### config.mk
export PLATFORM = sky130hd
export DESIGN_NAME = smbus_bridge_frame_builder_pec_unit
export DESIGN_NICKNAME = d
export VERILOG_FILES = /design/src/hdl/sbfb_pkg.sv /design/src/hdl/sbfb_crc.sv /design/src/hdl/sbfb_seq.sv /design/src/hdl/smbus_bridge_frame_builder_pec_unit.sv
export SDC_FILE = /design/constraint.sdc
export NUM_CORES = 1
export LEC_CHECK = 0
export ABC_AREA = 1
export BUFFER_PORTS_ARGS = -buffer_cell sky130_fd_sc_hd__buf_4
export CAP_MARGIN = 20
export CORE_ASPECT_RATIO = 2
export CORE_MARGIN = 2
export CORE_UTILIZATION = 45
export CTS_CLUSTER_DIAMETER = 40
export CTS_CLUSTER_SIZE = 40
export DETAILED_ROUTE_END_ITERATION = 7
export PLACE_DENSITY = 0.67
export SETUP_SLACK_MARGIN = 0.2
export SLEW_MARGIN = 20
export SYNTH_ARGS = -nofsm -noshare
export SYNTH_HDL_FRONTEND = slang
export SYNTH_SLANG_ARGS = --single-unit
### constraint.sdc
create_clock -name clk -period 3.4 [get_ports clk]
set_input_delay 0.17 -clock clk [delete_from_list [all_inputs] [get_ports clk]]
set_output_delay 0.17 -clock clk [all_outputs]
set_load 0.005 [all_outputs]
### src/hdl/sbfb_pkg.sv
`timescale 1ns / 1ps
// Shared types, constants, microcode table and CRC-8 step for the SMBus frame builder.
package sbfb_pkg;

	localparam int MAX_PAYLOAD_BYTES_DEF = 8;

	localparam logic [7:0] CRC_POLY        = 8'h07;
	localparam logic [7:0] CRC_MSB         = 8'h80;
	localparam logic [7:0] BYTE_ZERO       = 8'h00;
	localparam logic [7:0] LEN_BIAS        = 8'd3;
	localparam logic [7:0] FETCH_COUNT_RST = 8'd4;
	localparam logic [2:0] ASIZE_WIDE      = 3'd4;
	localparam logic [2:0] ASIZE_NARROW    = 3'd2;

	typedef enum logic [1:0] {
		OP_WRITE = 2'd0,
		OP_RADDR = 2'd1,
		OP_FETCH = 2'd2,
		OP_NONE  = 2'd3
	} op_t;

	typedef enum logic [2:0] {
		REG_BRIDGE_BUS        = 3'd0,
		REG_TARGET_ADDR       = 3'd1,
		REG_WRITE_CMD         = 3'd2,
		REG_READ_START_WIDE   = 3'd3,
		REG_READ_END_WIDE     = 3'd4,
		REG_READ_START_NARROW = 3'd5,
		REG_READ_END_NARROW   = 3'd6,
		REG_FETCH_COUNT       = 3'd7
	} reg_idx_t;

	typedef enum logic [3:0] {
		SRC_BUS  = 4'd0,
		SRC_TGT  = 4'd1,
		SRC_RCNT = 4'd2,
		SRC_CMD  = 4'd3,
		SRC_LEN  = 4'd4,
		SRC_ADDR = 4'd5,
		SRC_PAY  = 4'd6,
		SRC_CRC  = 4'd7,
		SRC_END  = 4'd8,
		SRC_ZERO = 4'd9
	} src_t;

	typedef enum logic [1:0] {
		CRC_HOLD = 2'd0,
		CRC_SEED = 2'd1,
		CRC_UPD  = 2'd2
	} crc_op_t;

	typedef enum logic [2:0] {
		COND_NEVER     = 3'd0,
		COND_FETCH     = 3'd1,
		COND_ADDR_MORE = 3'd2,
		COND_PAY_NONE  = 3'd3,
		COND_PAY_MORE  = 3'd4
	} cond_t;

	typedef logic [3:0] step_t;

	localparam step_t STEP_BUS    = 4'd0;
	localparam step_t STEP_TGT    = 4'd1;
	localparam step_t STEP_RCNT   = 4'd2;
	localparam step_t STEP_CMD    = 4'd3;
	localparam step_t STEP_LEN    = 4'd4;
	localparam step_t STEP_ADDR   = 4'd5;
	localparam step_t STEP_PAYCHK = 4'd6;
	localparam step_t STEP_PAY    = 4'd7;
	localparam step_t STEP_CRC    = 4'd8;
	localparam step_t STEP_FEND   = 4'd9;
	localparam step_t STEP_ERR    = 4'd10;

	typedef struct packed {
		logic    emit;
		src_t    src;
		crc_op_t crc;
		logic    last;
		logic    err;
		cond_t   cond;
		step_t   jump;
	} ctrl_t;

	typedef struct packed {
		logic fetch;
		logic addr_more;
		logic pay_none;
		logic pay_more;
	} seq_stat_t;

	function automatic ctrl_t ucode_rom(input step_t s);
		ctrl_t w;
		w = '{emit: 1'b0, src: SRC_ZERO, crc: CRC_HOLD, last: 1'b1, err: 1'b0,
			cond: COND_NEVER, jump: STEP_BUS};
		case (s)
			STEP_BUS: w = '{1'b1, SRC_BUS, CRC_HOLD, 1'b0, 1'b0, COND_NEVER, STEP_BUS};
			STEP_TGT: w = '{1'b1, SRC_TGT, CRC_SEED, 1'b0, 1'b0, COND_NEVER, STEP_BUS};
			STEP_RCNT: w = '{1'b1, SRC_RCNT, CRC_HOLD, 1'b0, 1'b0, COND_FETCH, STEP_FEND};
			STEP_CMD: w = '{1'b1, SRC_CMD, CRC_UPD, 1'b0, 1'b0, COND_NEVER, STEP_BUS};
			STEP_LEN: w = '{1'b1, SRC_LEN, CRC_UPD, 1'b0, 1'b0, COND_NEVER, STEP_BUS};
			STEP_ADDR: w = '{1'b1, SRC_ADDR, CRC_UPD, 1'b0, 1'b0, COND_ADDR_MORE, STEP_ADDR};
			STEP_PAYCHK: w = '{1'b0, SRC_ZERO, CRC_HOLD, 1'b0, 1'b0, COND_PAY_NONE, STEP_CRC};
			STEP_PAY: w = '{1'b1, SRC_PAY, CRC_UPD, 1'b0, 1'b0, COND_PAY_MORE, STEP_PAY};
			STEP_CRC: w = '{1'b1, SRC_CRC, CRC_HOLD, 1'b1, 1'b0, COND_NEVER, STEP_BUS};
			STEP_FEND: w = '{1'b1, SRC_END, CRC_HOLD, 1'b1, 1'b0, COND_NEVER, STEP_BUS};
			STEP_ERR: w = '{1'b1, SRC_ZERO, CRC_HOLD, 1'b1, 1'b1, COND_NEVER, STEP_BUS};
			default: w = '{1'b0, SRC_ZERO, CRC_HOLD, 1'b1, 1'b0, COND_NEVER, STEP_BUS};
		endcase
		return w;
	endfunction

	function automatic logic [7:0] crc8_byte(input logic [7:0] crc, input logic [7:0] b);
		logic [7:0] c;
		c = crc ^ b;
		for (int k = 0; k < 8; k++) begin
			if ((c & CRC_MSB) != BYTE_ZERO) begin
				c = (c << 1) ^ CRC_POLY;
			end else begin
				c = c << 1;
			end
		end
		return c;
	endfunction

endpackage

### src/hdl/sbfb_crc.sv
`timescale 1ns / 1ps
// PEC accumulator: CRC-8 register seeded from the write address byte, one byte per update.
module sbfb_crc
	import sbfb_pkg::*;
(
	input  logic       clk,
	input  logic       arst_n,
	input  logic       fire,
	input  crc_op_t    op,
	input  logic [6:0] tgt,
	input  logic [7:0] data,
	output logic [7:0] crc
);

	logic [7:0] crc_q;

	always_ff @(posedge clk or negedge arst_n) begin
		if (!arst_n) begin
			crc_q <= BYTE_ZERO;
		end else if (fire) begin
			case (op)
				CRC_SEED: crc_q <= crc8_byte(BYTE_ZERO, {tgt, 1'b0});
				CRC_UPD:  crc_q <= crc8_byte(crc_q, data);
				default:  crc_q <= crc_q;
			endcase
		end
	end

	assign crc = crc_q;

endmodule

### src/hdl/sbfb_seq.sv
`timescale 1ns / 1ps
// Microcode sequencer: step counter, control store fetch and conditional branching.
module sbfb_seq
	import sbfb_pkg::*;
(
	input  logic      clk,
	input  logic      arst_n,
	input  logic      start,
	input  step_t     start_step,
	input  logic      out_free,
	input  seq_stat_t stat,
	output ctrl_t     ctrl,
	output logic      fire,
	output logic      busy
);

	logic  busy_q;
	step_t step_q;
	logic  take;

	assign ctrl = ucode_rom(step_q);
	assign fire = busy_q && (!ctrl.emit || out_free);
	assign busy = busy_q;

	always_comb begin
		case (ctrl.cond)
			COND_FETCH:     take = stat.fetch;
			COND_ADDR_MORE: take = stat.addr_more;
			COND_PAY_NONE:  take = stat.pay_none;
			COND_PAY_MORE:  take = stat.pay_more;
			default:        take = 1'b0;
		endcase
	end

	always_ff @(posedge clk or negedge arst_n) begin
		if (!arst_n) begin
			busy_q <= 1'b0;
			step_q <= STEP_BUS;
		end else if (start) begin
			busy_q <= 1'b1;
			step_q <= start_step;
		end else if (fire) begin
			if (ctrl.last) begin
				busy_q <= 1'b0;
			end else if (take) begin
				step_q <= ctrl.jump;
			end else begin
				step_q <= step_q + step_t'(1);
			end
		end
	end

endmodule

### src/hdl/smbus_bridge_frame_builder_pec_unit.sv
`timescale 1ns / 1ps
// Top level of the SMBus bridge frame builder with PEC: registers, datapath, output stage.
//
// Usage: one request enters on the input channel (in_valid / in_stall); the frame leaves
// one byte per transaction on the output channel (out_valid / out_stall), last_byte set on
// the final byte. A bad address length gives one byte 0 with last_byte and size_error set;
// opcode 3 is taken and dropped with no output.
// A microcoded sequencer walks a small control store, one step per cycle unless out_stall
// holds it; each emitting step sends one byte through a single output register, so
// throughput is at most one byte per cycle. After a request is accepted the sequencer
// starts, and its first step then loads the first byte into the output register.
// Each request passes through the accept, one sequencer step per frame byte, and one
// payload-check step that emits nothing in write and read-address frames.
// in_stall is high while a frame is in progress; the next request may be taken while the
// final byte still sits in the output register.
// When out_stall is high with a byte valid, the output register holds and the sequencer waits on its next
// emitting step. Reset clears the sequencer and output valid, and sets the configuration
// registers to their defaults (fetch count 4, all others 0). Configuration is written
// through cfg_we / cfg_index / cfg_data; write it only while the block is idle.
module smbus_bridge_frame_builder_pec_unit
	import sbfb_pkg::*;
#(
	parameter int MAX_PAYLOAD_BYTES = MAX_PAYLOAD_BYTES_DEF
) (
	input  logic        clk,
	input  logic        arst_n,
	input  logic        cfg_we,
	input  logic [2:0]  cfg_index,
	input  logic [7:0]  cfg_data,
	input  logic        in_valid,
	output logic        in_stall,
	input  logic [1:0]  opcode,
	input  logic [31:0] reg_address,
	input  logic [2:0]  address_bytes,
	input  logic [63:0] payload_data,
	input  logic [3:0]  payload_bytes,
	output logic        out_valid,
	input  logic        out_stall,
	output logic [7:0]  frame_byte,
	output logic        last_byte,
	output logic        size_error
);

	localparam int PIW = $clog2(MAX_PAYLOAD_BYTES + 1);

	logic [6:0] bus_q;
	logic [6:0] tgt_q;
	logic [7:0] wcmd_q;
	logic [7:0] rsw_q;
	logic [7:0] rew_q;
	logic [7:0] rsn_q;
	logic [7:0] ren_q;
	logic [7:0] fcnt_q;

	op_t            op_q;
	logic [2:0]     asize_q;
	logic [31:0]    addr_q;
	logic [63:0]    pay_q;
	logic [2:0]     arem_q;
	logic [PIW-1:0] prem_q;

	logic        out_valid_q;
	logic [7:0]  byte_q;
	logic        last_q;
	logic        err_q;

	logic           accept;
	logic           start;
	logic           bad_size;
	step_t          start_step;
	logic           out_free;
	logic           fire;
	logic           busy;
	ctrl_t          ctrl;
	seq_stat_t      stat;
	logic [7:0]     crc;
	logic [7:0]     sel_byte;
	logic           wide;
	logic [PIW-1:0] psize_sat;
	op_t            op_in;

	assign op_in    = op_t'(opcode);
	assign accept   = in_valid && !in_stall;
	assign start    = accept && (op_in != OP_NONE);
	assign bad_size = (op_in == OP_WRITE) ? (address_bytes != ASIZE_WIDE)
		: ((address_bytes != ASIZE_NARROW) && (address_bytes != ASIZE_WIDE));
	assign start_step = bad_size ? STEP_ERR : STEP_BUS;
	assign in_stall = busy;
	assign out_free = !out_valid_q || !out_stall;
	assign wide     = (asize_q == ASIZE_WIDE);

	always_comb begin
		if ({{PIW{1'b0}}, payload_bytes} > (PIW + 4)'(MAX_PAYLOAD_BYTES)) begin
			psize_sat = PIW'(MAX_PAYLOAD_BYTES);
		end else begin
			psize_sat = PIW'(payload_bytes);
		end
	end

	assign stat.fetch     = (op_q == OP_FETCH);
	assign stat.addr_more = (arem_q != 3'd1);
	assign stat.pay_none  = (prem_q == '0);
	assign stat.pay_more  = (prem_q != PIW'(1));

	sbfb_seq u_seq (
		.clk        (clk),
		.arst_n     (arst_n),
		.start      (start),
		.start_step (start_step),
		.out_free   (out_free),
		.stat       (stat),
		.ctrl       (ctrl),
		.fire       (fire),
		.busy       (busy)
	);

	always_comb begin
		case (ctrl.src)
			SRC_BUS:  sel_byte = {bus_q, 1'b1};
			SRC_TGT:  sel_byte = {1'b0, tgt_q};
			SRC_RCNT: sel_byte = (op_q == OP_FETCH) ? fcnt_q : BYTE_ZERO;
			SRC_CMD:  sel_byte = (op_q == OP_WRITE) ? wcmd_q : (wide ? rsw_q : rsn_q);
			SRC_LEN:  sel_byte = (op_q == OP_WRITE)
				? (8'(prem_q) + 8'(asize_q) + LEN_BIAS) : 8'(asize_q);
			SRC_ADDR: sel_byte = addr_q[7:0];
			SRC_PAY:  sel_byte = pay_q[7:0];
			SRC_CRC:  sel_byte = crc;
			SRC_END:  sel_byte = wide ? rew_q : ren_q;
			default:  sel_byte = BYTE_ZERO;
		endcase
	end

	sbfb_crc u_crc (
		.clk    (clk),
		.arst_n (arst_n),
		.fire   (fire),
		.op     (ctrl.crc),
		.tgt    (tgt_q),
		.data   (sel_byte),
		.crc    (crc)
	);

	always_ff @(posedge clk or negedge arst_n) begin
		if (!arst_n) begin
			bus_q  <= '0;
			tgt_q  <= '0;
			wcmd_q <= '0;
			rsw_q  <= '0;
			rew_q  <= '0;
			rsn_q  <= '0;
			ren_q  <= '0;
			fcnt_q <= FETCH_COUNT_RST;
		end else if (cfg_we) begin
			case (reg_idx_t'(cfg_index))
				REG_BRIDGE_BUS:        bus_q  <= cfg_data[6:0];
				REG_TARGET_ADDR:       tgt_q  <= cfg_data[6:0];
				REG_WRITE_CMD:         wcmd_q <= cfg_data;
				REG_READ_START_WIDE:   rsw_q  <= cfg_data;
				REG_READ_END_WIDE:     rew_q  <= cfg_data;
				REG_READ_START_NARROW: rsn_q  <= cfg_data;
				REG_READ_END_NARROW:   ren_q  <= cfg_data;
				REG_FETCH_COUNT:       fcnt_q <= cfg_data;
				default:               fcnt_q <= fcnt_q;
			endcase
		end
	end

	always_ff @(posedge clk or negedge arst_n) begin
		if (!arst_n) begin
			op_q   <= OP_NONE;
			arem_q <= '0;
			prem_q <= '0;
		end else if (start) begin
			op_q   <= op_in;
			arem_q <= address_bytes;
			prem_q <= (op_in == OP_WRITE) ? psize_sat : '0;
		end else if (fire) begin
			if (ctrl.src == SRC_ADDR) begin
				arem_q <= arem_q - 3'd1;
			end
			if (ctrl.src == SRC_PAY) begin
				prem_q <= prem_q - PIW'(1);
			end
		end
	end

	always_ff @(posedge clk) begin
		if (start) begin
			asize_q <= address_bytes;
			addr_q  <= reg_address;
			pay_q   <= payload_data;
		end else if (fire) begin
			if (ctrl.src == SRC_ADDR) begin
				addr_q <= addr_q >> 8;
			end
			if (ctrl.src == SRC_PAY) begin
				pay_q <= pay_q >> 8;
			end
		end
	end

	always_ff @(posedge clk or negedge arst_n) begin
		if (!arst_n) begin
			out_valid_q <= 1'b0;
		end else if (fire && ctrl.emit) begin
			out_valid_q <= 1'b1;
		end else if (!out_stall) begin
			out_valid_q <= 1'b0;
		end
	end

	always_ff @(posedge clk) begin
		if (fire && ctrl.emit) begin
			byte_q <= sel_byte;
			last_q <= ctrl.last;
			err_q  <= ctrl.err;
		end
	end

	assign out_valid  = out_valid_q;
	assign frame_byte = byte_q;
	assign last_byte  = last_q;
	assign size_error = err_q;

	a_err_single: assert property (@(posedge clk) disable iff (!arst_n)
		out_valid && size_error |-> last_byte && (frame_byte == BYTE_ZERO))
		else $error("error result not a single zero byte");

	a_busy_after_start: assert property (@(posedge clk) disable iff (!arst_n)
		start |=> in_stall)
		else $error("request accepted without entering frame");

	a_no_overwrite: assert property (@(posedge clk) disable iff (!arst_n)
		!(fire && ctrl.emit && out_valid_q && out_stall))
		else $error("held output byte overwritten");

	a_addr_count: assert property (@(posedge clk) disable iff (!arst_n)
		busy && (ctrl.src == SRC_ADDR) |-> (arem_q != 3'd0) && (arem_q <= ASIZE_WIDE))
		else $error("address byte counter out of range");

	a_idle_quiet: assert property (@(posedge clk) disable iff (!arst_n)
		!busy |=> !(out_valid && !$past(out_valid)))
		else $error("output byte produced while idle");

endmodule
==> key figures, run 1 <==
Drt
  • DRT iter0 DRCs: 532
  • Drt pass-1 iters: 5
  • Final WL: 27.4 mm
  • Vias: roughly 8600
  • Routed Antenna Nets: 0
  • Post-DR vias/cell: slightly above 5
  • Post-route DRC: 0
  • Avg WL per Cell: between 15 and 20 µm

Timing
  • RSZ-0062 raised after global routing: no
  • Final setup vio count: 0
  • Setup_tns: 0 ns
  • Max Freq: around 340 MHz
  • Final clock skew: between 0.008 and 0.009 ns
  • Final Slew Violations: 0
  • Min cycle time layout: about 3 ns
  • Period utilization: 0.859
  • Slew headroom: 0.341
  • Worst-Margin Slew: 0.989 ns
  • Final hold vios: 0

Power
  • Leakage: around 6.1 nW
  • Power Density: 876 nW/µm²
  • Peak supply drop: a little under 0.6 mV

Worst setup path
  • Crit path max fanout: 8
  • CP Class: flop to flop
  • Worst Path Buf+Inv: 3
  • Critical Path Max Stage Delay: about 0.47 ns
  • CP delay by family, top: simple AND/OR/NAND/NOR gates
  • Arrival @ worst endpoint: roughly 3.3 ns
  • Worst R2R Setup Slack: between 0.4 and 0.5 ns
  • Max stage delay cell, worst path: dfrtp_2
  • Crit-path cells: inv_1 -> ha_1 -> nand2_1 -> nand2_2 -> nand2_4 -> inv_2 -> nand2_2 -> nor3_4 -> nand2_1 -> nand3_1 -> nor2_1 -> nand2_2 -> nand2_1 -> nand2_1 -> nand2_1 -> nand2_2 -> inv_2 -> nand2_1 -> nand3_1 -> a21boi_1
  • Worst path most repeated cell: nand2_1
  • Worst path required time: 3.78 ns
  • CP Capture Type: flop
  • Startpoint types: flop

Layout
  • Nets: 1528
  • Diodes inserted: 0
  • Area grow syn2layout: 26.4%
  • Share of cells above drive strength 1: 0.181
  • Util after Layout: 0.580
  • Layout Cells excl Fill: about 1700

Die
  • Die X-Extent: 110 µm
  • Ports: roughly 130
  • Core ar.: roughly 22000 µm²
  • Die H: 217 µm
  • Starting Density: 0.459
  • Die area: around 24000 µm²
  • Num rows: between 70 and 80

Status
  • Status: complete, no violations

Clocking
  • Worst-skew pair later-pin latency: about 0.45 ns
  • CTS tree: built
  • Sinks on the clock net: 194
  • CTS clk-pin slew, worst paths: 0.07 ns
  • Clock root buffer: clkbuf_16
  • Worst-case clock buffer depth: 2
  • H-tree depth: 4
  • TritonCTS buffer count: 17

GRT
  • GRT overflow: 0
  • Initial antenna violation count: 0
  • Gr usage total: 0.243
  • Vias in the first global route: 8653
  • Global-route wire length before repair: 43.7 mm
  • Largest net degree at the start of global routing: between 70 and 80

Synth
  • Most used DFF post-synth: edfxtp_1
  • Flops & latches, synth: 194
  • Post-Synthesis Cell Area: approximately 10000 µm²
  • Synth top area share: 0.322
  • Syn Nets: 1326
  • Dominant cells by area after synthesis: edfxtp_1 32%, dfrtp_1 20%, nand2_1 17%, nand3_1 4.6%, o21ai_0 4.1%
  • Netlist cell types: 51
  • Cell taking the most area after synthesis: edfxtp_1
  • Synth cell count leaders: 458 x nand2_1, 109 x edfxtp_1, 93 x nand3_1
  • Ys async rst share: 0.438
  • Post-synth EDFFs: between 100 and 150
  • Post-Syn Instances: 1185
  • Avg Inst Size Synth: around 8.6 µm²
  • Yosys warning total: 0
  • Post-synthesis sequential area ratio: 0.531
  • Most frequent cell after synthesis: nand2_1

Job
  • Max Cap Viol: 0

Placed design
  • Global placer's final weighted congestion: 0.936
  • Port buffer count: 132
  • DP HPWL: between 15 and 20 mm
  • Post-Place Cells: between 1500 and 2000

Worst hold path
  • Worst hold path class: input pin to flop
[cell usage in the layout, fill, tap and decap left out, types with 5 or more instances in the layout]
cell / n
nand2_2: 25
nor2_1: 59
edfxtp_1: 109
a21oi_1: 22
buf_4: 143
inv_2: 8
nand2_1: 457
xor2_1: 10
nand3_1: 92
xnor2_1: 5
o21ai_0: 83
ha_1: 19
nand3_2: 8
inv_1: 85
dlygate4sd3_1: 78
nor2_4: 5
a21boi_1: 5
o211ai_1: 7
o21ai_1: 5
nand4_1: 6
clkbuf_16: 17
nor2_2: 7
dfrtp_1: 81
[path summary, 6_finish.rpt]
| path | startpoint | to | depth (start not counted) |
|---|---|---|---|
| worst max-delay path | u_seq.step_q[1]$_DFFE_PN0P_ | u_crc.crc[3]$_DFFE_PN0P_ | 20 |
| worst min-delay path | reg_address[15] | addr_q[15]$_DFFE_PP_ | 3 |
| worst max register to register | u_seq.step_q[1]$_DFFE_PN0P_ | u_crc.crc[3]$_DFFE_PN0P_ | 20 |
| worst min register to register | rsw_q[6]$_DFFE_PN0P_ | rsw_q[6]$_DFFE_PN0P_ | 2 |
| max in group asynchronous | arst_n | op_q[0]$_DFFE_PN1P_ | 3 |
| min in group asynchronous | arst_n | rsn_q[5]$_DFFE_PN0P_ | 2 |
[through the flow]
stage          worst slack (ns)  cell area (µm²)  power, mW  hold slack (ns)
3_5_place_dp              0.451            11500       9.10            0.364
5_1_grt                   0.221            12900       12.1          0.00252
2_1_floorplan             0.587            10200       7.66           -0.126
4_1_cts                   0.435            12900       11.3         0.000117
6_report                  0.481            12900       11.3           0.0124
3_3_place_gp              0.463            11500       9.03            0.361
[logic make-up (layout without fill, tap and decap cells)]
family / Yosys count / count (layout) / share of synthesized area
DFF: 194 / 194 / 0.531
adders and majority gates: 20 / 20 / 0.0253
and+or+nand+nor: 683 / 683 / 0.300
xor gates and xnor gates: 15 / 15 / 0.0129
buffers and inverters: 136 / 351 / 0.0552
muxes: 3 / 3 / 0.00320
AOI/OAI and AO/OA: 134 / 134 / 0.0721
[state kept, by name, summed over array words and instances (netlist names), 7 cells and up]
name / flops
frame_byte: 8
rsw_q: 8
u_crc.crc: 8
rsn_q: 8
addr_q: 32
ren_q: 8
bus_q: 7
tgt_q: 7
fcnt_q: 8
pay_q: 64
wcmd_q: 8
rew_q: 8
[repair_timing]
item | 4_1_cts | 5_1_grt
gates resized for setup | 0 | 1
buffers inserted | 0 | 0
setup endpoints to repair | 0 | 5
hold endpoints to repair | 149 | 0
hold buffers | 78 | 0
[per-layer routing]
metal  track usage  share of wire
met2         0.452           0.57
met4         0.105          0.037
met1         0.256           0.36
met3        0.0469          0.035
met5             0              0
[report_power, final]
part           total [mW]  switching [mW]  internal (mW)
registers            3.74           0.374           3.36
logic                5.40            3.55           1.85
clock network        2.13           0.898           1.23
[worst min-delay path, cell delays in order]
cell	delay (ns)
buf_4	0.08
nand2_1	0.05
nand2_1	0.05
[layout make-up]
class | instances | area [µm²]
inverters | 95 | 359
multi-input cells | 855 | 4220
flip-flops and latches | 194 | 5410
clock inverters | 14 | 183
fillers | 1934 | 9300
well taps | 276 | 345
clock buffers | 18 | 429
repair buffers | 224 | 1910
Power figures use the tool's default switching activity.
==> run 2, diff against run 1 <==
Settings changed: PLACE_DENSITY 0.67 to default.
Clock period 3.4 ns to 2.8 ns, I/O delays scaled along.
==> run 2 against run 1 <==
  * Wire length is 11% higher
  * Global-route usage is 1.9 points higher
  * Count of clock-buffer cells in the layout is 1 higher
  * Final cell count is 6.1% higher
  * Critical path type unchanged
  * Clock skew hardly changed
  * Total power is 46% higher
  * First-iteration DRC count is 11% higher
  * Sequential cell count stayed put
  * Via count is 8.0% higher
  * Sequential share of layout area is 4.3 points lower
  * Combinational power is 75% higher
  * Core utilization is 6.7 points higher
==> key figures, run 2 (same netlist as run 1, synthesis figures left out) <==
Status
  • Status: complete, no violations

Drt
  • Post-DR vias/cell: 5.20 (+1.8%)
  • Avg WL per Cell: 17.1 µm (+4.8%)
  • Routed Antenna Nets: 0 (unchanged)
  • Vias: 9242 (+8.0%)
  • Final WL: 30.5 mm (+11%)
  • Post-route DRC: 0 (unchanged)
  • Drt pass-1 iters: 5 (unchanged)
  • DRT iter0 DRCs: 591 (+11%)

Layout
  • Most common cell after layout, fill and taps aside: nand2_1
  • Util after Layout: 0.647 (+0.0666)
  • Nets: 1630 (+6.7%)
  • Largest Register: pay_q
  • Area grow syn2layout: 40.9%
  • Share of cells above drive strength 1: 0.285 (+0.104)
  • Commonest cells after routing, fill and taps aside: 410 x nand2_1, 195 x buf_4, 109 x edfxtp_1
  • Diodes inserted: 0 (unchanged)
  • Top flop regs: pay_q x64, addr_q x32
  • Finished layout cell area: 14300 µm² (+11%)
  • # fillers: 1865 (-3.6%)
  • Number of flip-flops under the largest register name: 64 (unchanged)

Worst setup path
  • Crit path max fanout: 8 (unchanged)
  • Worst path most repeated cell: nand2_1
  • Arrival @ worst endpoint: 2.98 ns (-0.31 ns)
  • Worst Path Buf+Inv: 3 (unchanged)
  • CP delay by family, top: simple AND/OR/NAND/NOR gates
  • Critical Path Max Stage Delay: 0.38 ns (-0.09 ns)
  • CP Class: flop to flop
  • CP Capture Type: flop
  • Crit-path cells: inv_2 -> ha_4 -> nand2_1 -> nand2_2 -> nand2_4 -> buf_6 -> nor2_4 -> buf_12 -> nand3_1 -> nand2_1 -> nor2_2 -> nand4_1 -> nand2_2 -> nand3b_4 -> nand2_4 -> nand2_1 -> nand3_1 -> a21boi_1
  • Worst path required time: 3.17 ns (-0.61 ns)
  • Startpoint types: flop
  • Max stage delay cell, worst path: dfrtp_1

Power
  • Leakage: 6.73 nW (+11%)
  • Peak supply drop: 0.736 mV (+24%)
  • Power Density: 1150 nW/µm² (+31%)

Clocking
  • Sinks on the clock net: 194 (unchanged)
  • H-tree depth: 4 (unchanged)
  • CTS clk-pin slew, worst paths: 0.08 ns (about the same)
  • CTS tree: built
  • Worst-skew pair later-pin latency: 0.46 ns (about the same)
  • TritonCTS buffer count: 17 (unchanged)
  • Clock root buffer: clkbuf_16
  • Worst-case clock buffer depth: 2 (unchanged)

GRT
  • Vias in the first global route: 9112 (+5.3%)
  • Global-route wire length before repair: 46.6 mm (+6.6%)
  • Initial antenna violation count: 0 (unchanged)
  • Gr usage total: 0.262 (+0.0191)
  • Largest net degree at the start of global routing: 58 (-22%)
  • GRT overflow: 0 (unchanged)

Timing
  • Max Freq: 383 MHz (+12%)
  • Setup_tns: 0 ns (unchanged)
  • RSZ-0062 raised after global routing: yes
  • Final clock skew: 0.00790 ns (-0.000493 ns)
  • Slew headroom: 0.617 (+0.277)
  • Final Slew Violations: 0 (unchanged)
  • Period utilization: 0.932 (+0.0735)
  • Final hold vios: 0 (unchanged)
  • Worst-Margin Slew: 0.574 ns (-0.415 ns)
  • Worst setup slack after layout: 0.190 ns (-0.291 ns)
  • WHS: 0.0662 ns (+0.0538 ns)
  • Min cycle time layout: 2.61 ns (-0.309 ns)
  • Final setup vio count: 0 (unchanged)

Worst hold path
  • Worst hold path class: input pin to flop

Placed design
  • Global placer's final weighted congestion: 0.913 (-2.5%)
  • Post-place setup slack: 0.0579 ns (-0.393 ns)
  • Port buffer count: 132 (unchanged)
  • DP HPWL: 20.7 mm (+6.4%)
  • DP Area: 11800 µm² (+3.2%)

Die
  • Die H: 217 µm (unchanged)
  • Ports: 133 (unchanged)
  • Die X-Extent: 110 µm (unchanged)
  • Core ar.: 22200 µm² (unchanged)
  • Die area: 23900 µm² (unchanged)
  • Num rows: 77 (unchanged)
  • Starting Density: 0.459 (unchanged)

Job
  • Max Cap Viol: 0 (unchanged)
==> run 2: cell count changes in the layout (fill, tap and decap cells not counted), moves of 7 or more <==
cell	change
nand2_2	+24
inv_1	-7
buf_6	+13
buf_4	+52
nand2_4	+22
nand3_2	+23
dlygate4sd3_1	+29
nor2_4	+9
nor2_1	-9
nand3_1	-26
nand2_1	-47
==> run 2: layout make-up <==
class,count,area [µm²],share of cell area
clock buffer,19,443,0.0309
clock inverter,13,125,0.00873
multi-input combinational,857,4790,0.334
tap,276,345,0.0241
timing repair buffer,324,2860,0.200
sequential,194,5400,0.377
inverter,95,364,0.0254
==> run 2: worst paths after layout <==
check / startpoint / slack, ns / cells after the start / end
min in group asynchronous: arst_n / 0.23 / 2 / rsn_q[5]$_DFFE_PN0P_
worst max register to register: u_seq.step_q[1]$_DFFE_PN0P_ / 0.19 / 18 / u_crc.crc[1]$_DFFE_PN0P_
worst min-delay path: payload_bytes[2] / 0.07 / 5 / prem_q[2]$_DFFE_PN0P_
worst max-delay path: u_seq.step_q[1]$_DFFE_PN0P_ / 0.19 / 18 / u_crc.crc[1]$_DFFE_PN0P_
max in group asynchronous: arst_n / 1.77 / 3 / op_q[0]$_DFFE_PN1P_
worst min register to register: rsw_q[6]$_DFFE_PN0P_ / 0.49 / 2 / rsw_q[6]$_DFFE_PN0P_
==> run 2: timing repair <==
item                                    CTS  global route
gates cloned                              2             0
setup buffers                             8            20
hold buffers                            107             0
endpoints found under the setup margin    8             8
resized for setup                        23           134
pin swaps                                17            52
hold endpoints to repair                150             0
==> run 2: stage by stage <==
stage               total power [mW]  cells
floorplan                       9.30   1185
global placement                11.7   1609
detailed placement              11.8   1609
CTS                             14.8   1758
global route                    17.5   1778
finish                          16.4   1778
==> run 2: report_power, final <==
| group | internal [mW] | leakage (nW) | switching [mW] |
|---|---|---|---|
| combinational | 3.79 | 4.38 | 5.67 |
| clock | 1.26 | 0.274 | 1.17 |
| sequential | 4.08 | 2.07 | 0.443 |
==> run 2: worst register-to-register path, stage by stage (launching register included) <==
cell and delay [ns]:
dfrtp_1 0.38, inv_2 0.09, ha_4 0.17, nand2_1 0.08, nand2_2 0.09, nand2_4 0.15
buf_6 0.15, nor2_4 0.05, buf_12 0.14, nand3_1 0.09, nand2_1 0.09, nor2_2 0.17
nand4_1 0.24, nand2_2 0.17, nand3b_4 0.16, nand2_4 0.05, nand2_1 0.05, nand3_1 0.06
a21boi_1 0.16
==> run 2: per-layer routing <==
layer | track usage | part of all wire | wire [µm]
met2 | 0.472 | 0.55 | 16600
met5 | 0 | 0 | 0
met1 | 0.268 | 0.35 | 10600
met4 | 0.158 | 0.065 | 1970
met3 | 0.0532 | 0.043 | 1320
==> run 3, diff against run 2 <==
Settings changed: PLACE_DENSITY from default to 0.67.
Clock period 2.8 ns to 2.3 ns, I/O delays scaled along.
==> run 3 against run 2 <==
  * The run now ends with setup timing left
  * First-iteration DRC count is 20% lower
  * Critical path depth is 2 lower
  * Worst setup slack worse by 0.51 ns
  * Sequential cell count stayed put
  * Sequential power is 23% higher
  * Critical path type unchanged
==> key figures, run 3 (same netlist as run 1, synthesis figures left out) <==
Layout
  • Diodes inserted: 0 (unchanged)
  • Number of flip-flops under the largest register name: 64 (unchanged)
  • Most common cell after layout, fill and taps aside: nand2_1
  • Multi-input gate area: 4840 µm² (+1.1%)
  • Nets: 1689 (+3.6%)
  • Share of cells above drive strength 1: 0.328 (+0.0430)
  • Sequential Area: 5410 µm² (about the same)
  • Top flop regs: pay_q x64, addr_q x32
  • Area grow syn2layout: 48.0%
  • Util after Layout: 0.679 (+0.0325)
  • Commonest cells after routing, fill and taps aside: 406 x nand2_1, 226 x buf_4, 109 x edfxtp_1
  • Finished layout cell area: 15100 µm² (+5.0%)
  • # fillers: 1694 (-9.2%)
  • Largest Register: pay_q

Clocking
  • H-tree depth: 4 (unchanged)
  • Worst-case clock buffer depth: 2 (unchanged)
  • CTS tree: built
  • Clock root buffer: clkbuf_16
  • TritonCTS buffer count: 17 (unchanged)
  • Sinks on the clock net: 194 (unchanged)
  • Worst-skew pair later-pin latency: 0.46 ns (about the same)
  • CTS clk-pin slew, worst paths: 0.07 ns (about the same)

Timing
  • Final Slew Violations: 0 (unchanged)
  • Slew headroom: 0.620 (+0.00257)
  • Final clock skew: 0.0122 ns (+0.00432 ns)
  • Final hold vios: 0 (unchanged)
  • Period utilization: 1.14 (+0.209)
  • Min cycle time layout: 2.62 ns (+0.0143 ns)
  • Worst setup slack after layout: -0.324 ns (-0.514 ns)
  • Final setup vio count: 78 (+78)
  • RSZ-0062 raised after global routing: yes
  • Worst-Margin Slew: 0.570 ns (-0.00386 ns)
  • WHS: 0.0562 ns (-0.00996 ns)
  • Max Freq: 381 MHz (-0.54%)

Power
  • Power Density: 1440 nW/µm² (+25%)
  • Overall power: 21.6 mW (+32%)
  • Clock group share of total power: 0.133 (-0.015)
  • Leakage: 7.08 nW (+5.3%)
  • Combinational Power Share: 0.609 (+0.033)
  • Switching Fraction: 0.430 (-0.0130)
  • Net Sw Power: 9.30 mW (+28%)
  • Peak supply drop: 1.06 mV (+43%)
  • Flop pwr share: 0.257 (-0.019)
  • Pint: 12.3 mW (+35%)

GRT
  • GRT overflow: 0 (unchanged)
  • Initial antenna violation count: 0 (unchanged)
  • Largest net degree at the start of global routing: 48 (-17%)
  • Global-route wire length before repair: 50.1 mm (+7.6%)
  • Gr usage total: 0.283 (+0.0210)
  • Vias in the first global route: 9900 (+8.6%)

Status
  • Failing checks: setup timing
  • Status: finished, violations left

Job
  • Max Cap Viol: 0 (unchanged)

Drt
  • Post-route DRC: 0 (unchanged)
  • DRT iter0 DRCs: 473 (-20%)
  • Drt pass-1 iters: 5 (unchanged)
  • Post-DR vias/cell: 5.18 (-0.33%)
  • Vias: 9517 (+3.0%)
  • Final WL: 32.6 mm (+7.0%)
  • Avg WL per Cell: 17.7 µm (+3.5%)
  • Routed Antenna Nets: 0 (unchanged)

Die
  • Die area: 23900 µm² (unchanged)
  • Num rows: 77 (unchanged)
  • Die X-Extent: 110 µm (unchanged)
  • Starting Density: 0.459 (unchanged)
  • Die H: 217 µm (unchanged)
  • Ports: 133 (unchanged)
  • Core ar.: 22200 µm² (unchanged)

Placed design
  • Post-place setup slack: -0.491 ns (-0.549 ns)
  • Port buffer count: 132 (unchanged)
  • Global placer's final weighted congestion: 1.02 (+12%)
  • DP HPWL: 21.8 mm (+5.0%)
  • DP Area: 12200 µm² (+3.4%)

Worst setup path
  • CP Capture Type: flop
  • Worst path required time: 2.70 ns (-0.47 ns)
  • CP Class: flop to flop
  • Startpoint types: flop
  • Crit path from: asize_q[1]$_DFFE_PP_
  • FF-to-FF Start: asize_q[1]$_DFFE_PP_
  • Arrival @ worst endpoint: 3.02 ns (+0.04 ns)
  • Crit path max fanout: 8 (unchanged)

Worst hold path
  • Hold Path Origin: cfg_data[2]
  • Worst hold path class: input pin to flop
-- run 3: cell types whose count changed in the layout (fill, tap and decap cells not counted), moves of 4 or more --
| cell | delta |
|---|---|
| buf_6 | +22 |
| nand2_1 | -4 |
| inv_4 | +6 |
| clkbuf_16 | +4 |
| nand2_2 | +7 |
| nor2_1 | -5 |
| ha_2 | +4 |
| buf_4 | +31 |
| nand2_4 | -6 |
-- run 3: final timing paths --
kind / end / slack [ns] / cells after the start
setup / recovery: u_crc.crc[2]$_DFFE_PN0P_ / -0.32 / 16
hold reg to reg: wcmd_q[0]$_DFFE_PN0P_ / 0.49 / 2
setup reg to reg: u_crc.crc[2]$_DFFE_PN0P_ / -0.32 / 16
hold / removal: fcnt_q[2]$_DFFE_PN1P_ / 0.06 / 3
max in group asynchronous: ren_q[5]$_DFFE_PN0P_ / 1.45 / 3
min in group asynchronous: wcmd_q[3]$_DFFE_PN0P_ / 0.19 / 2
-- run 3: final cells by class --
type                            count  share of cell area
Tap cell                          276              0.0229
Timing Repair Buffer              384               0.233
Sequential cell                   194               0.359
Clock inverter                     11             0.00499
Clock buffer                       21              0.0320
Multi-Input combinational cell    855               0.322
Inverter                           95              0.0254
Timing Repair inverter              1            0.000499
-- run 3: critical path, stage by stage, from the launching register on --
cell and delay, ns:
edfxtp_1 0.43, buf_6 0.15, nor2_4 0.13, nand2_4 0.11, buf_6 0.14, o211ai_1 0.43, a21oi_2 0.15, nor2_2 0.17
nand3_1 0.12, nand2_2 0.11, nand2_2 0.08, buf_6 0.12, nand3_1 0.05, nand2_1 0.06, nand2_1 0.07, nand3_2 0.09
a21oi_2 0.14
-- run 3: power by group through the flow --
stage                     combinational [mW]  sequential, mW  clock, mW
after floorplan                         6.12            5.41          0
after global placement                  9.44            5.56          0
after detailed placement                9.57            5.58          0
after CTS                               11.4            5.53       2.92
after global routing                    14.2            5.65       3.02
final                                   13.2            5.56       2.88
-- run 3: through the flow --
stage / std cells / setup TNS [ns]
finish: 1837 / -12.43
global route: 1837 / -20.22
CTS: 1813 / -7.25
detailed placement: 1646 / -3.01
global placement: 1646 / -2.25
floorplan: 1185 / -0.0261
-- run 3: what timing repair did --
action / CTS / global route
hold endpoints to repair: 143 / 0
gates resized for setup: 92 / 96
endpoints found under the setup margin: 130 / 133
hold buffers: 107 / 0
pin swaps: 50 / 62
buffers inserted: 23 / 21
gates cloned: 5 / 3
-- run 3: metal layers --
| layer | up-vias | wire (µm) | track usage |
|---|---|---|---|
| li1 | 4604 | - | - |
| met5 | - | 0 | 0 |
| met4 | 0 | 2450 | 0.198 |
| met1 | 4465 | 10700 | 0.270 |
| met2 | 331 | 17900 | 0.516 |
| met3 | 117 | 1480 | 0.0598 |
